--- config.mk ---
export PLATFORM = sky130hd
export DESIGN_NAME = biu_ram
export DESIGN_NICKNAME = d
export VERILOG_FILES = /design/src/rtl/bilinear_image_upscaler_defines.svh /design/src/rtl/biu_ram.sv
export SDC_FILE = /design/constraint.sdc
export NUM_CORES = 2
export LEC_CHECK = 0
export ABC_AREA = 1
export BUFFER_PORTS_ARGS = -buffer_cell sky130_fd_sc_hd__buf_2
export CAP_MARGIN = 10
export CORE_ASPECT_RATIO = 1.1
export CORE_MARGIN = 2
export CORE_UTILIZATION = 36
export DETAILED_ROUTE_END_ITERATION = 8
export SLEW_MARGIN = 15
export SYNTH_ARGS = -nofsm -noshare
export SYNTH_HDL_FRONTEND = slang
export SYNTH_SLANG_ARGS = --single-unit
--- constraint.sdc ---
create_clock -name clk -period 1.6 [get_ports clk]
set_input_delay 0.16 -clock clk [delete_from_list [all_inputs] [get_ports clk]]
set_output_delay 0.16 -clock clk [all_outputs]
set_load 0.01 [all_outputs]
--- src/rtl/bilinear_image_upscaler_defines.svh ---
// assertion macros for the bilinear image upscaler
// included by the rtl files that carry concurrent checks, no other dependencies
`ifndef BILINEAR_IMAGE_UPSCALER_DEFINES_SVH
`define BILINEAR_IMAGE_UPSCALER_DEFINES_SVH

`ifndef NO_ASSERTIONS

`define BIU_ASSERT_CLK(name, clk, rstn, prop, msg) \
    name: assert property (@(posedge clk) disable iff (!(rstn)) (prop)) else $error(msg);

`define BIU_ASSERT(name, prop, msg) \
    `BIU_ASSERT_CLK(name, aclk, aresetn, prop, msg)

`else

`define BIU_ASSERT_CLK(name, clk, rstn, prop, msg)

`define BIU_ASSERT(name, prop, msg)

`endif

`endif

--- src/rtl/biu_ram.sv ---
// generic simple dual-port ram, one write and one registered read port
// no dependencies
`default_nettype none

module biu_ram #(
    parameter int WIDTH = 8,
    parameter int DEPTH = 256
) (
    input  wire logic                     clk,
    input  wire logic                     wr_en,
    input  wire logic [$clog2(DEPTH)-1:0] wr_addr,
    input  wire logic [WIDTH-1:0]         wr_data,
    input  wire logic                     rd_en,
    input  wire logic [$clog2(DEPTH)-1:0] rd_addr,
    output logic      [WIDTH-1:0]         rd_data
);

    logic [WIDTH-1:0] mem_reg [DEPTH];

    always_ff @(posedge clk) begin
        if (wr_en) begin
            mem_reg[wr_addr] <= wr_data;
        end
        if (rd_en) begin
            rd_data <= mem_reg[rd_addr];
        end
    end

endmodule

`default_nettype wire

==> out/qor.txt <==
#FFs+latches synth: 2056
Status: complete, but fails checks
Post-synthesis sequential area ratio: 0.740
Leak: 36.2 nW
Drt drc: 0
Largest net degree at the start of global routing: 87
Routability cong.: 0.917
Reg2Reg Depth: 10
Synth Area in Adders: 0
Clock Path Buffers: 3
Commonest non-fill, non-tap cell in the layout: nand2_1
Initial antenna violation count: 2
Worst-path cell chain: buf_6
Synth Area in Compound Gates: 0
Area leader, netlist: edfxtp_1
Reg2reg end: rd_data[0]
Core area: 231000 um2
Post-detailed-route wirelength per cell: 22.4 um
WHS Path Cells: 5
Failing checks: negative setup slack
Post-Synth XOR/XNOR Area: 0
Inserted Clock Buffers: 190
Crit Reg-Reg Startpoint: mem_reg[9][0]
Worst-Margin Slew: 0.755 ns
Die width: 463 um
WP data required: 1.44 ns
Tcrit/Tclk final: 1.06
RSZ-0062 raised after global routing: true
Total number of vias: 56472
First-pass GRT wire length: 355000 um
Slew margin rel.: 0.497
Post-synthesis net count: 7030
Place WS: -1.29 ns
Worst Hold Class: in2reg
Crit path max fanout: 1
Syn Inst Count: 7003
Netlist Area Pre-Place: 83500 um2
Largest family of logic cells by synthesized area: simple AND/OR/NAND/NOR gates
IO Count: 35
CP max-delay cell: edfxtp_1
DRT Wirelength: 241000 um
Fin nets: 7528
Area contributors post-synth: edfxtp_1 (74%), nand3_1 (12%), nand2_1 (9.5%)
Final setup violation count: 15
CTS tree: yes
H-Tree Depth: 4
Worst path arrival time: 1.54 ns
Num rows: 185
Maximum clock frequency: 590 MHz
Final Hold Viols: 0
Synth top area share: 0.740
Setup slack, reg-to-reg: -0.08 ns
Number of global-route vias before repair: 54629
Buffers plus inverters on the worst setup path: 1
Most frequent cells in the layout: nand2_1 (2097), edfxtp_1 (2056), nand3_1 (1678)
Hold path endpoint: mem_reg[184][0]
Layout cells sized above 1: 0.186
Multiplexer area fraction after synthesis: 0
GRT Overall Usage: 0.200
Startpoint Class: flop
Post-layout worst setup margin: -0.0955 ns
Netlist cell types: 13
P&R area growth vs syn: 21.5%
Mean Syn Cell Area: 11.9 um2
GRT Residual Overflow: 0
DRT iter0 DRCs: 6214
Simple-gate share of the synthesized area: 0.229
Top delay family on crit path: flip-flops
VDD IR max: 1.19 mV
Fillers: 20668
Total of max-cap violations: 0
Drt first pass iters: 6
Starting density of the core: 0.362
Cell Pwr Density: 1120 nW/um2
Worst setup EP type: primary output
Max-slew violations: 0
Root buf cell: clkbuf_16
Clock latency on the worst-skew pair: 0.86 ns
Num Clock Sinks: 2056
Clock Skews: 0.0385 ns
Crit Path Class: reg2out
IO buf count: 34
Yosys warns: 0
Reg clk slew, reported paths: 0.06 ns
Peak per-stage delay on the critical path: 0.50 ns
Antenna Nets Post-Route: 0
Max FFs per register: 2048
Die Area: 236000 um2
TNS Setup: -0.732 ns
Dpl hpwl: 153000 um
Tmin final: 1.70 ns
HP Start: wr_en
Vias per inst: 5.25
Die Height: 509 um
kinds of logic after synthesis:
group	after synthesis
buffers and inverters	522
and+or+nand+nor	4425
DFF	2056
tightest hold or removal path: cells and delay by family:
family                 cells  cell delay [ns]
and+or+nand+nor            2             0.18
buffers and inverters      3             0.44
final cells by class:
| type | instances | area, um2 | area share |
|---|---|---|---|
| clock inverter | 129 | 1290 | 0.0128 |
| multi-input combinational | 4425 | 21500 | 0.212 |
| timing repair buffer | 789 | 7930 | 0.0782 |
| clock buffer | 222 | 4920 | 0.0485 |
| inverter | 39 | 180 | 0.00178 |
| tap | 3085 | 3860 | 0.0381 |
| antenna | 4 | 10.0 | 0.0000987 |
| sequential | 2056 | 61700 | 0.609 |
Yosys cell counts:
library cell	count
inv_2	2
inv_1	36
edfxtp_1	2056
inv_4	1
buf_6	16
buf_1	40
buf_2	268
buf_4	46
nor2_1	283
nand3_1	2019
nand2_1	2123
buf_8	1
clkbuf_1	112
per-stage QoR:
step	utilization	std cells	hold slack, ns	cell area [um2]	power [mW]
2_1_floorplan	-	7003	0.259	83500	64.2
3_3_place_gp	0.402	10387	0.575	92800	68.3
3_5_place_dp	0.402	10387	0.577	92800	68.4
4_1_cts	0.432	10744	0.00386	99700	114
5_1_grt	0.439	10747	0.103	101000	117
6_report	0.439	10749	0.113	101000	113
worst max path at each step:
stage,start,endpoint,cells past startpoint
floorplan,wr_en,mem_reg[162][0],4
global placement,rd_addr[0],rd_data[4],15
detailed placement,rd_addr[0],rd_data[4],15
CTS,rd_data[1],rd_data[1],1
global route,mem_reg[7][4],rd_data[4],10
finish,rd_data[1],rd_data[1],1
report_power, final:
| group | leakage, nW | internal [mW] | total [mW] | switching, mW |
|---|---|---|---|---|
| combinational | 14.6 | 2.68 | 8.54 | 5.86 |
| clock | 3.03 | 25.3 | 45.5 | 20.2 |
| sequential | 18.5 | 59.4 | 59.4 | 0.0516 |
| total | 36.2 | 87.3 | 113 | 26.1 |
repair_timing:
action / CTS / global route
endpoints found under the setup margin: 16 / 16
gates resized for setup: 137 / 309
endpoints found under the hold margin: 1825 / 2
pin swaps: 20 / 112
hold buffers: 10 / 1
buffers inserted: 0 / 0
per-layer routing:
metal / vias up / part of all wire / GRT usage
met1: 27972 / 0.40 / 0.258
met2: 2178 / 0.50 / 0.339
li1: 25882 / - / -
met3: 440 / 0.066 / 0.0268
met4: 0 / 0.041 / 0.0844
met5: - / 0 / 0
(Power assumes the default switching activity.)
